**config.mk**
```make
export PLATFORM = sky130hd
export DESIGN_NAME = npq_cfg
export DESIGN_NICKNAME = d
export VERILOG_FILES = /design/src/hdl/npq_pkg.sv /design/src/hdl/npq_cfg.sv
export SDC_FILE = /design/constraint.sdc
export NUM_CORES = 1
export LEC_CHECK = 0
export BUFFER_PORTS_ARGS = -buffer_cell sky130_fd_sc_hd__buf_2
export CORE_ASPECT_RATIO = 0.7
export CORE_UTILIZATION = 30
export CTS_BUF_LIST = sky130_fd_sc_hd__clkbuf_4 sky130_fd_sc_hd__clkbuf_8 sky130_fd_sc_hd__clkbuf_16
export CTS_CLUSTER_SIZE = 10
export DETAILED_ROUTE_END_ITERATION = 7
export PLACE_DENSITY = 0.78
export SYNTH_ARGS = -nofsm -noshare
export SYNTH_HDL_FRONTEND = slang
export SYNTH_SLANG_ARGS = --single-unit
export TNS_END_PERCENT = 100
```
**constraint.sdc**
```tcl
create_clock -name clk -period 1.02 [get_ports clk]
set_clock_uncertainty 0.1 [all_clocks]
set_input_delay 0.204 -clock clk [delete_from_list [all_inputs] [get_ports clk]]
set_output_delay 0.204 -clock clk [all_outputs]
set_load 0.01 [all_outputs]
```
**src/hdl/npq_pkg.sv**
```systemverilog
// shared types, constants and helpers of the nearest palette quantiser
// used by npq_cfg, npq_cell and nearest_palette_quantizer; depends on nothing
package npq_pkg;

	localparam int PALETTE_ENTRIES = 256;
	localparam int CHAIN_DEPTH     = 2 * PALETTE_ENTRIES;
	localparam int FLIGHT_W        = $clog2(CHAIN_DEPTH + 1);

	localparam int COLOR_W   = 8;
	localparam int INDEX_W   = 8;
	localparam int SQ_W      = 2 * COLOR_W;
	localparam int DIST_W    = SQ_W + 2;
	localparam int ALPHA_W   = 8;
	localparam int LIMIT_W   = 9;

	localparam logic [LIMIT_W-1:0] ALPHA_LIMIT_RESET = LIMIT_W'(128);

	// largest distance code, above any real sum of three squares
	localparam logic [DIST_W-1:0] DIST_MAX = '1;

	// request codes
	localparam logic CMD_WRITE = 1'b0;
	localparam logic CMD_PIXEL = 1'b1;

	// configuration port
	localparam int PADDR_W = 3;
	localparam int PDATA_W = 32;
	localparam logic [PADDR_W-3:0] REG_ALPHA_LIMIT = '0;

	typedef struct packed {
		logic               vld;
		logic               transp;
		logic [COLOR_W-1:0] r;
		logic [COLOR_W-1:0] g;
		logic [COLOR_W-1:0] b;
		logic [DIST_W-1:0]  best_dist;
		logic [INDEX_W-1:0] best_idx;
	} pixel_t;

	typedef struct packed {
		pixel_t          pix;
		logic [SQ_W-1:0] sq_r;
		logic [SQ_W-1:0] sq_g;
		logic [SQ_W-1:0] sq_b;
	} sq_stage_t;

	typedef struct packed {
		logic               en;
		logic               ent_valid;
		logic [COLOR_W-1:0] r;
		logic [COLOR_W-1:0] g;
		logic [COLOR_W-1:0] b;
	} wr_t;

	function automatic logic [COLOR_W-1:0] abs_diff(input logic [COLOR_W-1:0] a,
			input logic [COLOR_W-1:0] b);
		abs_diff = (a > b) ? (a - b) : (b - a);
	endfunction

endpackage

```
**src/hdl/npq_cfg.sv**
```systemverilog
// apb register block holding the alpha limit
// depends on npq_pkg
module npq_cfg (
	input  logic                          clk,
	input  logic                          arst_n,
	input  logic                          psel,
	input  logic                          penable,
	input  logic                          pwrite,
	input  logic [npq_pkg::PADDR_W-1:0]   paddr,
	input  logic [npq_pkg::PDATA_W-1:0]   pwdata,
	output logic [npq_pkg::PDATA_W-1:0]   prdata,
	output logic                          pready,
	output logic [npq_pkg::LIMIT_W-1:0]   alpha_limit
);

	logic [npq_pkg::LIMIT_W-1:0] alpha_limit_q;
	logic                        hit;

	assign hit    = (paddr[npq_pkg::PADDR_W-1:2] == npq_pkg::REG_ALPHA_LIMIT);
	assign pready = 1'b1;

	always_ff @(posedge clk or negedge arst_n) begin
		if (!arst_n) begin
			alpha_limit_q <= npq_pkg::ALPHA_LIMIT_RESET;
		end else if (psel && penable && pwrite && hit) begin
			alpha_limit_q <= pwdata[npq_pkg::LIMIT_W-1:0];
		end
	end

	assign prdata = hit ? npq_pkg::PDATA_W'(alpha_limit_q) : '0;
	assign alpha_limit = alpha_limit_q;

endmodule

```
==> metrics.txt, run 1 <==
CP arrival 1.03 ns; Initial DRC Count 3; final net count 136; WL final 1150 um; DIE AREA 0.00225 mm2; CTS sink count 9; I/O pins 82; Final Max Slew Viols 0; Core Box Area 0.00190 mm2; R2R setup slack 0.04 ns; grt total ovfl 0; # H-tree levels 1; Hold Crit Depth 2; Worst-Skew Late Latency 0.25 ns; synthesis-to-finish area growth 45.5%; pwr/cell area 1570 mW/mm2; DPL Wire Length 800 um; Post-Synthesis Cells 54; I/O Buffers 32; drt wl/cell 9.86 um; total global-route track usage 0.102; Post-Route Setup TNS -3.32 ns; Largest register FFs 9; die height 40.0 um; share of cells above drive strength 1 0.653; sequential share of the synthesized area 0.366; final worst slack -0.311 ns; most frequent cells in the layout 24 x conb_1, 18 x buf_2, 18 x buf_6; Max-Cap Viols 0; clock buffer depth 2; R2R Path End alpha_limit[4]$_DFFE_PN0P_; clock transition at the registers of the reported paths 0.06 ns; Syn. warnings 0; final setup vio count 18; first-pass iteration count of the detailed router 2; antenna viol nets, final 0; hold crit path type primary input to flip-flop; min-delay src pwdata[6]; Final Cycle Share 1.31; CP Capture Type primary output; fillers 177; Site Rows 13; Multi-input gate area 298 um2; Synth cell types 7; Storage cell area 226 um2; f_max 0.751 GHz; Lkg Pwr 0.505 nW; Avg Cell Area, Syn 11.4 um2; GPL Wtd Cong 0.647; crit path max fanout 2; reg2reg path depth 2; CTS tree built; worst setup path class flip-flop to primary output; fin crit period 1.33 ns; Via Count 448; die width 56.3 um; Synth Register Bits 9; CTS buffer count 3; post-layout util 0.473; FF-to-FF Start alpha_limit[4]$_DFFE_PN0P_; CTS Root Cell clkbuf_4; global-route wire length before repair 1700 um; Hold Path Sink alpha_limit[6]$_DFFE_PN0P_; Diodes inserted 0; Final Instance Count excl. Fillers 117; initial antenna violation count 0; Syn Std Cell Area 618 um2; Vias/cell 3.83; outcome finished with violations; DRC viols 0; placed cells 107; Worst setup SP type flip-flop; VDD IR max 0.000901 V; violated checks setup timing; most common cell after layout, fill and taps aside conb_1; Starting Density 0.325; total power 1.42 mW; vias in the first global route 404; RSZ-0062 raised after global routing yes; CP Data Required Time 0.72 ns; Final Hold Vio Count 0; pin count of the biggest net entering global routing 10
[Yosys cell counts]
master    number  area [um2]
and2b_2        9        78.8
mux2_2         9         101
conb_1         2        7.51
buf_4         24         180
dfrtp_1        8         200
dfstp_2        1        26.3
nand4b_4       1        23.8
[cell type report]
cell class,count,area share
timing repair buffer,39,0.353
sequential,9,0.252
clock buffer,4,0.0334
multi-input combinational,43,0.331
tap,22,0.0306
[metrics by stage]
stage	hold WS [ns]	cell area, um2	setup WS [ns]
floorplan	-0.192	701	0.0142
global placement	-0.0397	716	-0.117
detailed placement	-0.0348	716	-0.145
CTS	0.0712	865	-0.315
global route	0.0750	900	-0.346
finish	0.0796	900	-0.311
[logic make-up after synthesis]
logic type             after synthesis  share of synthesized area
buffers and inverters               24                      0.291
AND/OR/NAND/NOR                     10                      0.166
multiplexers                         9                      0.164
flip-flops                           9                      0.366
other                                2                     0.0122
[worst max path at each step]
| stage | from | to | slack [ns] | depth (start not counted) |
|---|---|---|---|---|
| after CTS | alpha_limit[7]$_DFFE_PN1P_ | prdata[7] | -0.32 | 2 |
| after detailed placement | paddr[2] | alpha_limit[4]$_DFFE_PN0P_ | -0.14 | 3 |
| after floorplan | alpha_limit[7]$_DFFE_PN1P_ | prdata[7] | 0.01 | 1 |
| after global routing | alpha_limit[7]$_DFFE_PN1P_ | prdata[7] | -0.35 | 2 |
| after global placement | paddr[2] | alpha_limit[1]$_DFFE_PN0P_ | -0.12 | 3 |
| final | alpha_limit[7]$_DFFE_PN1P_ | prdata[7] | -0.31 | 2 |
[where the power goes]
group | switching (mW) | internal (mW)
Combinational | 0.247 | 0.385
Sequential | 0.0498 | 0.443
Clock | 0.115 | 0.177
[critical path, cell delays in order, from the launching register on]
cell     delay, ns
dfstp_2       0.53
and2b_2       0.15
buf_6         0.10
[metal layers]
metal | wire length, um | GRT usage
met1 | 400 | 0.102
met2 | 670 | 0.217
met3 | 83 | 0.0258
met4 | 0 | 0.0366
met5 | 0 | 0
[what timing repair did]
item	CTS	global route
cloned	0	0
buffers inserted	3	2
resized for setup	15	4
endpoints found under the setup margin	18	19
hold endpoints to repair	9	0
hold buffers	1	0
Power figures use the tool's default switching activity.
==> run 2, diff against run 1 <==
- PLACE_DENSITY: 0.78 -> 0.74
==> metrics.txt, run 2 (synthesis results as in run 1) <==
outcome finished with violations (unchanged); violated checks setup timing (unchanged); DRC viols 0 (unchanged); Final Hold Vio Count 0 (unchanged); Via Count 460 (was 448); Diodes inserted 0 (unchanged); Core Box Area 0.00190 mm2 (unchanged); routed length on met3 113 um (was 83 um); Lkg Pwr 0.511 nW (was 0.505 nW); clock buffer depth 2 (unchanged); grt total ovfl 0 (unchanged); Hold Path Sink alpha_limit[2]$_DFFE_PN0P_ (was alpha_limit[6]$_DFFE_PN0P_); pin count of the biggest net entering global routing 10 (unchanged); Final Max Slew Viols 0 (unchanged); GPL Wtd Cong 0.634 (was 0.647); FF-to-FF Start alpha_limit[5]$_DFFE_PN0P_ (was alpha_limit[4]$_DFFE_PN0P_); final net count 137 (was 136); I/O Buffers 32 (unchanged); VDD IR max 0.00101 V (was 0.000901 V); DPL Wire Length 843 um (was 800 um); CP arrival 1.02 ns (was 1.03 ns); R2R setup slack -0.04 ns (was 0.04 ns); Placed Area 716 um2 (unchanged); post-layout util 0.479 (was 0.473); most frequent cells in the layout 24 x conb_1, 19 x buf_6, 18 x buf_2 (was 24 x conb_1, 18 x buf_2, 18 x buf_6); Largest register FFs 9 (unchanged); final worst slack -0.306 ns (was -0.311 ns); global-route wire length before repair 1740 um (was 1700 um); antenna viol nets, final 0 (unchanged); CTS tree built (unchanged); fin crit period 1.33 ns (about the same); CTS buffer count 3 (unchanged); CP Data Required Time 0.72 ns (about the same); die height 40.0 um (unchanged); share of cells above drive strength 1 0.656 (was 0.653); Final Cycle Share 1.30 (was 1.31); clock transition at the registers of the reported paths 0.06 ns (about the same); I/O pins 82 (unchanged); # H-tree levels 1 (unchanged); CTS Root Cell clkbuf_4 (unchanged); Top Metal Used met3 (unchanged); most common cell after layout, fill and taps aside conb_1 (unchanged); CP Capture Type primary output (unchanged); Initial DRC Count 3 (unchanged); DIE AREA 0.00225 mm2 (unchanged); Worst-Skew Late Latency 0.26 ns (was 0.25 ns); min-delay src pwdata[2] (was pwdata[6]); vias in the first global route 399 (was 404); M1 wire length 466 um (was 400 um); first-pass iteration count of the detailed router 3 (was 2); final setup vio count 19 (was 18); R2R Path End alpha_limit[5]$_DFFE_PN0P_ (was alpha_limit[4]$_DFFE_PN0P_); Met2 Wirelength 707 um (was 670 um); die width 56.3 um (unchanged); worst setup path class flip-flop to primary output (unchanged); hold crit path type primary input to flip-flop (unchanged); Vias/cell 3.90 (was 3.83); Worst setup SP type flip-flop (unchanged); Site Rows 13 (unchanged); Hold Crit Depth 2 (unchanged); WL final 1290 um (was 1150 um); pwr/cell area 1600 mW/mm2 (was 1570 mW/mm2); crit path max fanout 2 (unchanged); synthesis-to-finish area growth 47.4% (was 45.5%); drt wl/cell 10.9 um (was 9.86 um); Starting Density 0.325 (unchanged); RSZ-0062 raised after global routing yes (unchanged); initial antenna violation count 0 (unchanged); fin area 911 um2 (was 900 um2); CTS sink count 9 (unchanged); reg2reg path depth 3 (was 2); f_max 0.754 GHz (was 0.751 GHz); Max-Cap Viols 0 (unchanged); total global-route track usage 0.108 (was 0.102)
==> run 2: worst max path at each step <==
| stage | startpoint | to | slack [ns] | depth (start not counted) |
|---|---|---|---|---|
| final | alpha_limit[7]$_DFFE_PN1P_ | prdata[7] | -0.31 | 2 |
| after global routing | alpha_limit[7]$_DFFE_PN1P_ | prdata[7] | -0.33 | 2 |
| after CTS | alpha_limit[7]$_DFFE_PN1P_ | prdata[7] | -0.31 | 2 |
| after detailed placement | paddr[2] | alpha_limit[5]$_DFFE_PN0P_ | -0.14 | 3 |
| after global placement | paddr[2] | alpha_limit[1]$_DFFE_PN0P_ | -0.12 | 3 |
| after floorplan | alpha_limit[7]$_DFFE_PN1P_ | prdata[7] | 0.01 | 1 |
==> run 2: cell type report <==
type,count,area (um2)
Clock buffer,4,30.0
Fill cell,172,992
Multi-Input combinational cell,43,298
Sequential cell,9,226
Tap cell,22,27.5
Timing Repair Buffer,40,329
==> run 2: timing repair <==
action                                 CTS  global route
setup endpoints to repair               18            18
gates cloned                             0             0
hold buffers                             1             0
endpoints found under the hold margin    9             0
buffers inserted                         3             3
resized for setup                       14             6
==> run 2: worst max-delay path, cell delays in order (launching register included) <==
cell and delay (ns):
dfstp_2 0.53, and2b_2 0.15, buf_6 0.09
==> run 2: through the flow <==
step	std cells	total power, mW	hold slack (ns)	TNS [ns]	setup WS [ns]
finish	118	1.46	0.0759	-3.61	-0.306
global route	118	1.53	0.0765	-4.17	-0.331
CTS	115	1.37	0.0653	-3.45	-0.312
detailed placement	107	0.902	-0.0287	-1.62	-0.139
global placement	107	0.889	-0.0358	-1.52	-0.120
floorplan	76	0.790	-0.192	0	0.0142
==> run 2: where the power goes <==
| group | leakage, nW | total, mW | switching, mW | internal, mW |
|---|---|---|---|---|
| Clock | 0.0184 | 0.301 | 0.123 | 0.177 |
| Sequential | 0.107 | 0.498 | 0.0555 | 0.443 |
| Combinational | 0.386 | 0.660 | 0.259 | 0.401 |
==> run 2: metal layers <==
metal,vias to the layer above,GRT usage
met5,-,0
met4,0,0.0549
met3,0,0.0387
met2,33,0.214
met1,220,0.105
li1,207,-
