File: config.mk
export PLATFORM = sky130hd
export DESIGN_NAME = npq_cell
export DESIGN_NICKNAME = d
export VERILOG_FILES = /design/src/hdl/npq_pkg.sv /design/src/hdl/npq_cell.sv
export SDC_FILE = /design/constraint.sdc
export NUM_CORES = 1
export LEC_CHECK = 0
export ABC_AREA = 1
export BUFFER_PORTS_ARGS = -buffer_cell sky130_fd_sc_hd__buf_2
export CORE_UTILIZATION = 61
export CTS_CLUSTER_DIAMETER = 120
export DETAILED_ROUTE_END_ITERATION = 8
export GPL_TIMING_DRIVEN = 0
export PLACE_DENSITY_LB_ADDON = 0.05
export SETUP_SLACK_MARGIN = 0.4
export SKIP_LAST_GASP = 1
export SLEW_MARGIN = 5
export SYNTH_ARGS = -nofsm -noshare
export SYNTH_HDL_FRONTEND = slang
export SYNTH_SLANG_ARGS = --single-unit
File: constraint.sdc
create_clock -name clk -period 6.7 [get_ports clk]
set_input_delay 1.34 -clock clk [delete_from_list [all_inputs] [get_ports clk]]
set_output_delay 1.34 -clock clk [all_outputs]
set_load 0.03 [all_outputs]
File: src/hdl/npq_pkg.sv
// shared types, constants and helpers of the nearest palette quantiser
// used by npq_cfg, npq_cell and nearest_palette_quantizer; depends on nothing
package npq_pkg;

	localparam int PALETTE_ENTRIES = 256;
	localparam int CHAIN_DEPTH     = 2 * PALETTE_ENTRIES;
	localparam int FLIGHT_W        = $clog2(CHAIN_DEPTH + 1);

	localparam int COLOR_W   = 8;
	localparam int INDEX_W   = 8;
	localparam int SQ_W      = 2 * COLOR_W;
	localparam int DIST_W    = SQ_W + 2;
	localparam int ALPHA_W   = 8;
	localparam int LIMIT_W   = 9;

	localparam logic [LIMIT_W-1:0] ALPHA_LIMIT_RESET = LIMIT_W'(128);

	// largest distance code, above any real sum of three squares
	localparam logic [DIST_W-1:0] DIST_MAX = '1;

	// request codes
	localparam logic CMD_WRITE = 1'b0;
	localparam logic CMD_PIXEL = 1'b1;

	// configuration port
	localparam int PADDR_W = 3;
	localparam int PDATA_W = 32;
	localparam logic [PADDR_W-3:0] REG_ALPHA_LIMIT = '0;

	typedef struct packed {
		logic               vld;
		logic               transp;
		logic [COLOR_W-1:0] r;
		logic [COLOR_W-1:0] g;
		logic [COLOR_W-1:0] b;
		logic [DIST_W-1:0]  best_dist;
		logic [INDEX_W-1:0] best_idx;
	} pixel_t;

	typedef struct packed {
		pixel_t          pix;
		logic [SQ_W-1:0] sq_r;
		logic [SQ_W-1:0] sq_g;
		logic [SQ_W-1:0] sq_b;
	} sq_stage_t;

	typedef struct packed {
		logic               en;
		logic               ent_valid;
		logic [COLOR_W-1:0] r;
		logic [COLOR_W-1:0] g;
		logic [COLOR_W-1:0] b;
	} wr_t;

	function automatic logic [COLOR_W-1:0] abs_diff(input logic [COLOR_W-1:0] a,
			input logic [COLOR_W-1:0] b);
		abs_diff = (a > b) ? (a - b) : (b - a);
	endfunction

endpackage

File: src/hdl/npq_cell.sv
// one palette entry of the compare chain: squares in the first stage,
// sum and best-so-far update in the second; depends on npq_pkg
module npq_cell (
	input  logic                        clk,
	input  logic                        arst_n,
	input  logic                        adv,
	input  npq_pkg::wr_t                wr,
	input  logic                        wr_sel,
	input  logic [npq_pkg::INDEX_W-1:0] cell_index,
	input  npq_pkg::pixel_t             pix_in,
	output npq_pkg::pixel_t             pix_out
);

	logic [npq_pkg::COLOR_W-1:0] r_q, g_q, b_q;
	logic                        ent_valid_q;

	npq_pkg::sq_stage_t st_s1, st_next;
	npq_pkg::pixel_t    pix_s2, pix_next;
	logic               vld_s1, vld_s2;
	logic [npq_pkg::COLOR_W-1:0] dr, dg, db;
	logic [npq_pkg::DIST_W-1:0]  sum_sq;
	logic                        hit;

	// entry storage; writes only arrive while the chain is empty
	always_ff @(posedge clk or negedge arst_n) begin
		if (!arst_n) begin
			ent_valid_q <= 1'b0;
		end else if (wr.en && wr_sel) begin
			ent_valid_q <= wr.ent_valid;
		end
	end

	always_ff @(posedge clk) begin
		if (wr.en && wr_sel) begin
			r_q <= wr.r;
			g_q <= wr.g;
			b_q <= wr.b;
		end
	end

	always_comb begin
		dr = npq_pkg::abs_diff(pix_in.r, r_q);
		dg = npq_pkg::abs_diff(pix_in.g, g_q);
		db = npq_pkg::abs_diff(pix_in.b, b_q);
		st_next      = '0;
		st_next.pix  = pix_in;
		st_next.sq_r = dr * dr;
		st_next.sq_g = dg * dg;
		st_next.sq_b = db * db;
	end

	always_comb begin
		sum_sq = npq_pkg::DIST_W'(st_s1.sq_r) + npq_pkg::DIST_W'(st_s1.sq_g)
			+ npq_pkg::DIST_W'(st_s1.sq_b);
		// strict compare keeps the lowest index on a tie
		hit = ent_valid_q && !st_s1.pix.transp && (sum_sq < st_s1.pix.best_dist);
		pix_next = st_s1.pix;
		pix_next.vld = vld_s1;
		if (hit) begin
			pix_next.best_dist = sum_sq;
			pix_next.best_idx  = cell_index;
		end
	end

	always_ff @(posedge clk or negedge arst_n) begin
		if (!arst_n) begin
			vld_s1 <= 1'b0;
			vld_s2 <= 1'b0;
		end else if (adv) begin
			vld_s1 <= pix_in.vld;
			vld_s2 <= vld_s1;
		end
	end

	always_ff @(posedge clk) begin
		if (adv) begin
			st_s1  <= st_next;
			pix_s2 <= pix_next;
		end
	end

	always_comb begin
		pix_out     = pix_s2;
		pix_out.vld = vld_s2;
	end

endmodule

==> summary.txt, run 1 <==
Routing
  • Drt first pass iters: 5
  • DR DRC count: 0
  • DRC violation total after the first TritonRoute iteration: approximately 570
  • Antenna-violating nets left: 0
  • Via count: 10989
  • Average wire per standard cell: approximately 13 um
  • Post-Route WL: ~29000 um
  • Post-DR vias/cell: 5.09

Synth
  • Count leader, synth: nand2_1
  • Asr flop ratio synth: roughly 1.7%
  • Seq cells post-synth: 174
  • Yosys top cell by area: edfxtp_1
  • Main synth FF type: edfxtp_1
  • Post-synth EDFFs: 171
  • Mapped Area: ~15000 um^2
  • Cell variety after synth: 39
  • Cells after synthesis: 1654
  • Sequential-to-total area share from yosys stat: between 30% and 40%
  • Commonest cells in the netlist: nand2_1 (396), inv_1 (331), edfxtp_1 (171), ha_1 (166), nor2_1 (114)
  • Top post-synthesis cells by area: edfxtp_1 (35%), ha_1 (14%), fa_1 (13%)
  • YS warnings: 0
  • Synth top area share: 34.9%
  • Synthesized area per cell: approximately 8.9 um^2

STA
  • Final setup viols: 0
  • Max Freq: 0.165 GHz
  • Worst Tran Pin Value: 1.09 ns
  • Clk_skew: 0.0142 ns
  • Crit share post-route: 90.2%
  • PnR worst setup slack: 0.658 ns
  • Final worst path period need: approximately 6 ns
  • RSZ-0062 raised after global routing: true
  • Hold violation total from the final report: 0
  • Final Slew Violations: 0
  • Slew headroom: 27.2%

Die
  • Die height: 157 um
  • I/O pin total: about 140
  • Starting Density: between 60% and 70%
  • CORE AREA: 23500 um^2
  • Die Area: 24800 um^2
  • Die W: 157 um
  • Rows: 56

Worst setup path
  • Worst path bufs/invs: 8
  • Number of cells on the critical path: 30
  • Family with the most delay on the worst path: adder cells
  • Critical Path RT: 6.88 ns
  • Critical Path Max Stage Delay: 0.55 ns
  • Setup Crit Path Kind: in -> reg
  • CP max-delay cell: fa_1
  • CP Max Fanout: 10
  • CP Capture Type: register
  • R2R depth: 28
  • Element type at the critical path start: input port
  • Data arrival time of the worst path: between 6 and 7 ns

Cells and area
  • Core Util, Final: 71.7%
  • Antenna diodes: 0
  • Synth-to-layout area growth: 14.7%
  • NumNets Final: 2179
  • Post-route insts no fill: 2158
  • Share of layout cells above drive strength 1: between 15 and 20%

Global routing
  • Largest net degree at the start of global routing: 106
  • Vias in the first global route: approximately 11000
  • First-pass GRT wire length: roughly 48000 um
  • Grt total ovfl: 0
  • GRT Util Overall: 24.4%
  • Antenna violations before repair: 0

Worst hold path
  • Min-delay worst type: reg -> reg
  • Min-Delay Path Depth: 0

Outcome
  • Status: complete, no violations

CTS
  • CTS HTree Levels: 4
  • Root buffer cell: clkbuf_16
  • Skew-Pair Late Insertion Delay: 0.43 ns
  • CTS tree: built
  • Post-CTS Hold Buffers: 0
  • CTS Sinks: ~170
  • Clock transition at the registers of the reported paths: roughly 0.070 ns
  • CTS Buf Count: 17
  • Clock Tree Buf Depth: 2

Flow run
  • Max Cap Viol: 0

Placement
  • # placed instances: 2116
  • Pre-CTS WS: -0.348 ns
  • HPWL after DPL: 22200 um
  • Port bufs: 141
  • GP Congestion: 0.893
==> final timing paths <==
path,endpoint,slack [ns],startpoint
worst min-delay path,pix_out[32],0.41,pix_next[32]
worst max register to register,st_s1[47],1.31,r_q[0]
worst min register to register,pix_out[32],0.41,pix_next[32]
min in group asynchronous,vld_s1,0.69,arst_n
max in group asynchronous,vld_s2,5.90,arst_n
worst max-delay path,st_s1[29],0.66,pix_in[34]
==> layout by cell type (no fill, tap or decap), drive strengths merged, types with 2 or more instances in the layout <==
| cell type | n |
|---|---|
| nor3 | 4 |
| xor2 | 35 |
| clkbuf | 22 |
| clkinvlp | 2 |
| inv | 353 |
| a21boi | 6 |
| o21ai | 45 |
| and2 | 2 |
| nand4 | 16 |
| nand2 | 432 |
| edfxtp | 171 |
| dfrtp | 3 |
| bufinv | 2 |
| a21oi | 65 |
| a21o | 5 |
| buf | 160 |
| ha | 166 |
| fa | 97 |
| o2111ai | 2 |
| nand3 | 77 |
| nor2 | 127 |
| and3 | 3 |
| clkinv | 4 |
| or2 | 3 |
| xnor2 | 22 |
| o21bai | 9 |
| conb | 3 |
==> state kept, by name, summed over array words and instances, names as in the netlist <==
name,flops
pix_out,51
vld_s1,1
ent_valid_q,1
b_q,8
vld_s2,1
pix_next,25
r_q,8
g_q,8
st_s1,71
==> logic make-up (layout without fill, tap and decap cells) <==
kind of cell,Yosys count,in the layout,synth area share (%)
AOI/OAI and AO/OA,135,135,5.20
buffers and inverters,361,543,9.37
other,2,3,0.0510
adders and majority gates,263,263,27.3
DFF,174,174,35.4
and+or+nand+nor,662,664,19.3
xor gates and xnor gates,57,57,3.39
==> routing by layer <==
layer	up-vias	track usage (%)	part of all wire, %
met5	-	0	0
met4	0	7.26	1.9
met3	37	3.33	3.6
met2	243	42.7	50
met1	5130	31.4	45
li1	5579	-	-
==> what timing repair did <==
action / 4_1_cts / 5_1_grt
setup buffers: 4 / 4
resized for setup: 15 / 74
pin swaps: 1 / 13
cloned: 0 / 2
setup endpoints to repair: 13 / 21
endpoints found under the hold margin: 0 / 0
==> worst reg2reg max path, delay by kind of cell, from the launching register on <==
kind	cells	cell delay, ns
simple gates	11	0.99
buf+inv	6	0.57
compound gates	4	0.56
fa+ha+maj	7	2.60
flops	1	0.44
==> final cells by class <==
class | instances | area (um^2)
multi-input combinational | 1122 | 8500
fill | 1889 | 6650
sequential | 174 | 5210
inverter | 348 | 1330
timing repair buffer | 150 | 800
clock buffer | 19 | 433
tap | 319 | 399
clock inverter | 13 | 154
buffer | 13 | 66.3
==> metrics by stage <==
step,cell area [um^2],hold slack [ns],setup TNS (ns)
6_report,16900,0.414,0
5_1_grt,16900,0.414,0
4_1_cts,16500,0.412,0
3_5_place_dp,15900,0.405,-2.36
3_3_place_gp,15800,0.401,-1.37
2_1_floorplan,14700,0.400,0
Power of run 1 is not shown: default switching activity piles up to over one toggle a cycle in this logic, so the estimate is an artifact.
==> run 2, diff against run 1 <==
Settings changed: CORE_UTILIZATION 61 to 66.
Clock period 6.7 ns to 7.7 ns, I/O delays scaled along.
==> run 2 against run 1 <==
Compared with the run above: final cell count down 2.3%; die area down 7.5%; hold slack better by 0.0058 ns; global-route usage up 2.5 points; register-to-register slack better by 0.41 ns; core utilization up 3.5 points; setup slack better by 0.19 ns; design area down 2.8%; first-iteration DRC count down 22%; highest routed layer unchanged.
==> summary.txt, run 2 (synthesized netlist as in run 1, its figures left out) <==
Cells and area
  • NumNets Final: around 2200
  • Antenna diodes: 0
  • Most common cell after layout, fill and taps aside: nand2_1
  • Max reg flops: 71
  • Synth-to-layout area growth: 11.5%
  • Largest register by flop count: st_s1
  • Reg area: 5210 um^2
  • Area of the multi-input gates: 8140 um^2
  • Commonest non-fill, non-tap cells in the layout: nand2_1 (396), inv_1 (331), edfxtp_1 (171)
  • Share of layout cells above drive strength 1: 13.9%
  • Filler cells: 1636

Worst setup path
  • CP Capture Type: register
  • R2R Setup Slk: 1.72 ns
  • Critical Path RT: 7.90 ns
  • Worst r2r src: g_q[0]
  • Setup Crit Path Kind: in -> reg
  • Reg2reg end: st_s1[29]
  • Data arrival time of the worst path: 7.06 ns
  • R2R depth: 26
  • Element type at the critical path start: input port
  • CP Max Fanout: 10

Global routing
  • Grt total ovfl: 0
  • Largest net degree at the start of global routing: 105
  • GRT Util Overall: 26.9%
  • First-pass GRT wire length: about 48000 um
  • Antenna violations before repair: 0
  • Vias in the first global route: 10713

Worst hold path
  • Min-delay worst type: reg -> reg
  • HP Start: pix_next[28]
  • Min-Delay Path Depth: 0
  • Worst Hold End: pix_out[28]

CTS
  • Root buffer cell: clkbuf_16
  • CTS tree: built
  • CTS Sinks: 174
  • Post-CTS Hold Buffers: 0
  • Resized Gates After CTS: 0
  • Clock Tree Buf Depth: 2
  • Skew-Pair Late Insertion Delay: 0.44 ns
  • CTS Buf Count: 17
  • CTS HTree Levels: 4
  • Clock transition at the registers of the reported paths: around 0.07 ns
  • Setup repair bufs after CTS: 0

Die
  • Starting Density: approximately two thirds
  • CORE AREA: roughly 22000 um^2
  • Rows: 54
  • Die height: 151 um
  • I/O pin total: 142
  • Die Area: 22900 um^2
  • Die W: around 150 um

STA
  • Slew headroom: 28.8%
  • Setup TNS: 0 ns
  • Final Slew Violations: 0
  • Max Freq: about 0.15 GHz
  • Clk_skew: 0.0114 ns
  • Hold violation total from the final report: 0
  • RSZ-0062 raised after global routing: false
  • Worst Tran Pin Value: between 1 and 1.5 ns
  • PnR worst setup slack: 0.844 ns
  • Final hold slack: 0.419 ns
  • Final setup viols: 0
  • Crit share post-route: 89.0%
  • Final worst path period need: 6.86 ns

Flow run
  • Max Cap Viol: 0

Routing
  • Average wire per standard cell: 13.7 um
  • DR DRC count: 0
  • Antenna-violating nets left: 0
  • DRC violation total after the first TritonRoute iteration: 447
  • Post-Route WL: 28900 um
  • Drt first pass iters: 7
  • Post-DR vias/cell: approximately 5.2
  • Via count: roughly 11000

Placement
  • Port bufs: 141
  • HPWL after DPL: 22800 um
  • GP Congestion: 0.895
  • Pre-CTS WS: 0.411 ns

Outcome
  • Status: complete, no violations
[run 2: cell types whose count changed in the layout (fill, tap and decap cells not counted), moves of 7 or more]
cell and delta:
a21oi_2 -9, buf_4 -8, a21oi_1 +9, o21ai_0 +9
nor2_4 -10, ha_1 +7, nor2_1 +15, o21ai_1 -8
[run 2: final cells by class]
| cell class | instances | share of cell area (%) |
|---|---|---|
| clock buffers | 17 | 2.59 |
| multi-input cells | 1120 | 49.6 |
| plain buffers | 13 | 0.404 |
| inverters | 348 | 8.00 |
| flip-flops and latches | 174 | 31.7 |
| well taps | 280 | 2.13 |
| clock inverters | 15 | 1.07 |
| repair buffers | 142 | 4.50 |
[run 2: worst max-delay path by stage]
stage          startpoint         to  slack, ns  depth (start not counted)
2_1_floorplan  pix_in[34]  st_s1[29]       1.14                         29
3_3_place_gp   pix_in[34]  st_s1[29]       0.50                         28
3_5_place_dp   pix_in[34]  st_s1[29]       0.41                         28
4_1_cts        pix_in[34]  st_s1[28]       0.87                         30
5_1_grt        pix_in[34]  st_s1[28]       0.41                         30
6_report       pix_in[34]  st_s1[29]       0.84                         28
[run 2: critical path, cell delays in order]
cell	delay, ns
buf_2	0.11
inv_1	0.05
ha_1	0.13
inv_1	0.06
fa_1	0.43
nand3_1	0.11
nand3_1	0.12
nand2_1	0.08
nand2_1	0.09
nand2_4	0.15
nand2_1	0.06
o21ai_1	0.25
inv_2	0.18
nor2_1	0.23
fa_1	0.46
fa_1	0.54
inv_1	0.05
fa_1	0.50
fa_1	0.54
inv_1	0.04
ha_1	0.33
a21oi_1	0.18
a21boi_0	0.31
o21ai_0	0.21
nand2_1	0.12
nand2_1	0.05
nand2_1	0.05
nand2_1	0.04
[run 2: through the flow]
step                util (%)  instance area [um^2]  instances
floorplan                  -                 14700       1655
global placement        72.3                 15800       2076
detailed placement      72.5                 15800       2077
CTS                     75.3                 16400       2109
global route            75.3                 16400       2109
finish                  75.3                 16400       2109
[run 2: per-layer routing]
layer,track usage (%),vias to the layer above,wire length [um]
met2,48.0,256,14500
met5,0,-,0
met1,33.4,5128,12600
met3,3.55,54,1140
met4,8.90,0,682
li1,-,5551,-
Power of run 2 is left out for the same reason.
==> run 3, diff against run 2 <==
Settings changed: CORE_UTILIZATION 66 to 40.
==> run 3 against run 2 <==
Compared with the run above: clock-buffer cell count is the same; clock skew is essentially flat; sequential share of layout area shrank 0.35 points; hold slack is essentially flat; maximum frequency shrank 0.90%; register-to-register slack lost 0.11 ns; wire length grew 2.4%; die area grew 64%; non-clock buffer count is the same; first-iteration DRC count shrank 0.67%.
==> summary.txt, run 3 (synthesized netlist as in run 1, its figures left out) <==
Cells and area
  • Filler cells: 3546
  • NumNets Final: 2169
  • Max reg flops: 71
  • Most common cell after layout, fill and taps aside: nand2_1
  • Area of the multi-input gates: roughly 8000 um^2
  • Synth-to-layout area growth: 12.8%
  • Share of layout cells above drive strength 1: 13.8%
  • Commonest non-fill, non-tap cells in the layout: nand2_1 (396), inv_1 (331), edfxtp_1 (171)
  • Largest register by flop count: st_s1
  • Antenna diodes: 0
  • Reg area: 5210 um^2

Die
  • Rows: around 70
  • Die Area: 37600 um^2
  • I/O pin total: 142
  • Starting Density: 41.0%
  • Die height: roughly 190 um
  • Die W: 194 um
  • CORE AREA: approximately 36000 um^2

STA
  • Slew headroom: 21.0%
  • Clk_skew: about 0.011 ns
  • Final setup viols: 0
  • Setup TNS: 0 ns
  • Final Slew Violations: 0
  • Max Freq: 0.145 GHz
  • Worst Tran Pin Value: about 1.2 ns
  • Final worst path period need: 6.92 ns
  • Hold violation total from the final report: 0
  • Crit share post-route: 89.9%
  • RSZ-0062 raised after global routing: false

Worst setup path
  • Family with the most delay on the worst path: adder cells
  • Critical Path RT: 7.91 ns
  • Worst path bufs/invs: 6
  • CP max-delay cell: fa_1
  • Element type at the critical path start: input port
  • Data arrival time of the worst path: between 7 and 8 ns
  • Setup Crit Path Kind: in -> reg
  • CP Capture Type: register
  • Critical Path Max Stage Delay: 0.55 ns
  • CP dominant cell by count: nand2_1
  • CP Max Fanout: 10

CTS
  • CTS Buf Count: 17
  • Clock Tree Buf Depth: 2
  • Skew-Pair Late Insertion Delay: between 0.4 and 0.5 ns
  • CTS Sinks: 174
  • Clock transition at the registers of the reported paths: 0.07 ns
  • Root buffer cell: clkbuf_16
  • CTS tree: built
  • Post-CTS Hold Buffers: 0
  • Setup repair bufs after CTS: 0
  • Resized Gates After CTS: 0
  • CTS HTree Levels: 4

Global routing
  • Vias in the first global route: 10496
  • First-pass GRT wire length: slightly above 50000 um
  • Grt total ovfl: 0
  • Antenna violations before repair: 0
  • Largest net degree at the start of global routing: around 90
  • GRT Util Overall: 16.8%

Placement
  • GP Congestion: 0.828
  • HPWL after DPL: ~24000 um
  • Port bufs: 141

Routing
  • Antenna-violating nets left: 0
  • Post-DR vias/cell: 4.63
  • DRC violation total after the first TritonRoute iteration: 444
  • Average wire per standard cell: around 13 um
  • Via count: 10600
  • DR DRC count: 0
  • Drt first pass iters: 5
  • Post-Route WL: 29600 um

Worst hold path
  • Min-delay worst type: reg -> reg

Outcome
  • Status: complete, no violations

Flow run
  • Max Cap Viol: 0
## run 3: per-stage QoR
| stage | setup WS [ns] | instances | hold WS [ns] | cell area [um^2] | util, % |
|---|---|---|---|---|---|
| CTS | 0.785 | 2290 | 0.421 | 16600 | 46.2 |
| detailed placement | 0.289 | 2258 | 0.405 | 16000 | 44.7 |
| floorplan | 1.14 | 1655 | 0.400 | 14700 | - |
| global route | 0.462 | 2290 | 0.424 | 16600 | 46.2 |
| finish | 0.782 | 2290 | 0.419 | 16600 | 46.2 |
| global placement | 0.387 | 2257 | 0.402 | 16000 | 44.6 |
## run 3: worst paths after layout
path	start	endpoint	slack [ns]	depth (start not counted)
max	pix_in[34]	st_s1[29]	0.78	28
min	pix_next[32]	pix_out[32]	0.42	0
max reg2reg	g_q[0]	st_s1[29]	1.61	26
min reg2reg	pix_next[32]	pix_out[32]	0.42	0
max in group asynchronous	arst_n	vld_s2	6.72	1
min in group asynchronous	arst_n	ent_valid_q	0.86	1
## run 3: area by class of cell
type,count,share of cell area (%)
Multi-Input combinational cell,1120,49.0
Sequential cell,174,31.4
Inverter,348,7.91
Timing Repair Buffer,142,4.45
Tap cell,461,3.47
Clock buffer,17,2.56
Clock inverter,15,0.806
Buffer,13,0.399
## run 3: layer usage
| layer | wire (um) | part of all wire, % | vias up | global-route usage, % |
|---|---|---|---|---|
| met3 | 844 | 2.9 | 15 | 2.92 |
| met5 | 0 | 0 | - | 0 |
| li1 | - | - | 5546 | - |
| met1 | 14600 | 49 | 4896 | 22.4 |
| met4 | 306 | 1.0 | 0 | 4.67 |
| met2 | 13900 | 47 | 143 | 28.0 |
## run 3: worst register-to-register path, cell delays in order (launching register included)
cell      delay (ns)
edfxtp_1        0.40
ha_1            0.16
inv_1           0.05
fa_1            0.45
nand3_1         0.12
nand3_1         0.10
nand2_1         0.07
nand2_1         0.08
nand2_4         0.15
nand2_1         0.06
o21ai_1         0.25
inv_2           0.20
nor2_1          0.26
fa_1            0.46
fa_1            0.55
inv_1           0.06
fa_1            0.50
fa_1            0.54
inv_1           0.04
ha_1            0.34
a21oi_1         0.20
a21boi_0        0.32
o21ai_0         0.21
nand2_1         0.12
nand2_1         0.05
nand2_1         0.05
nand2_1         0.05
Power of run 3 is left out for the same reason.
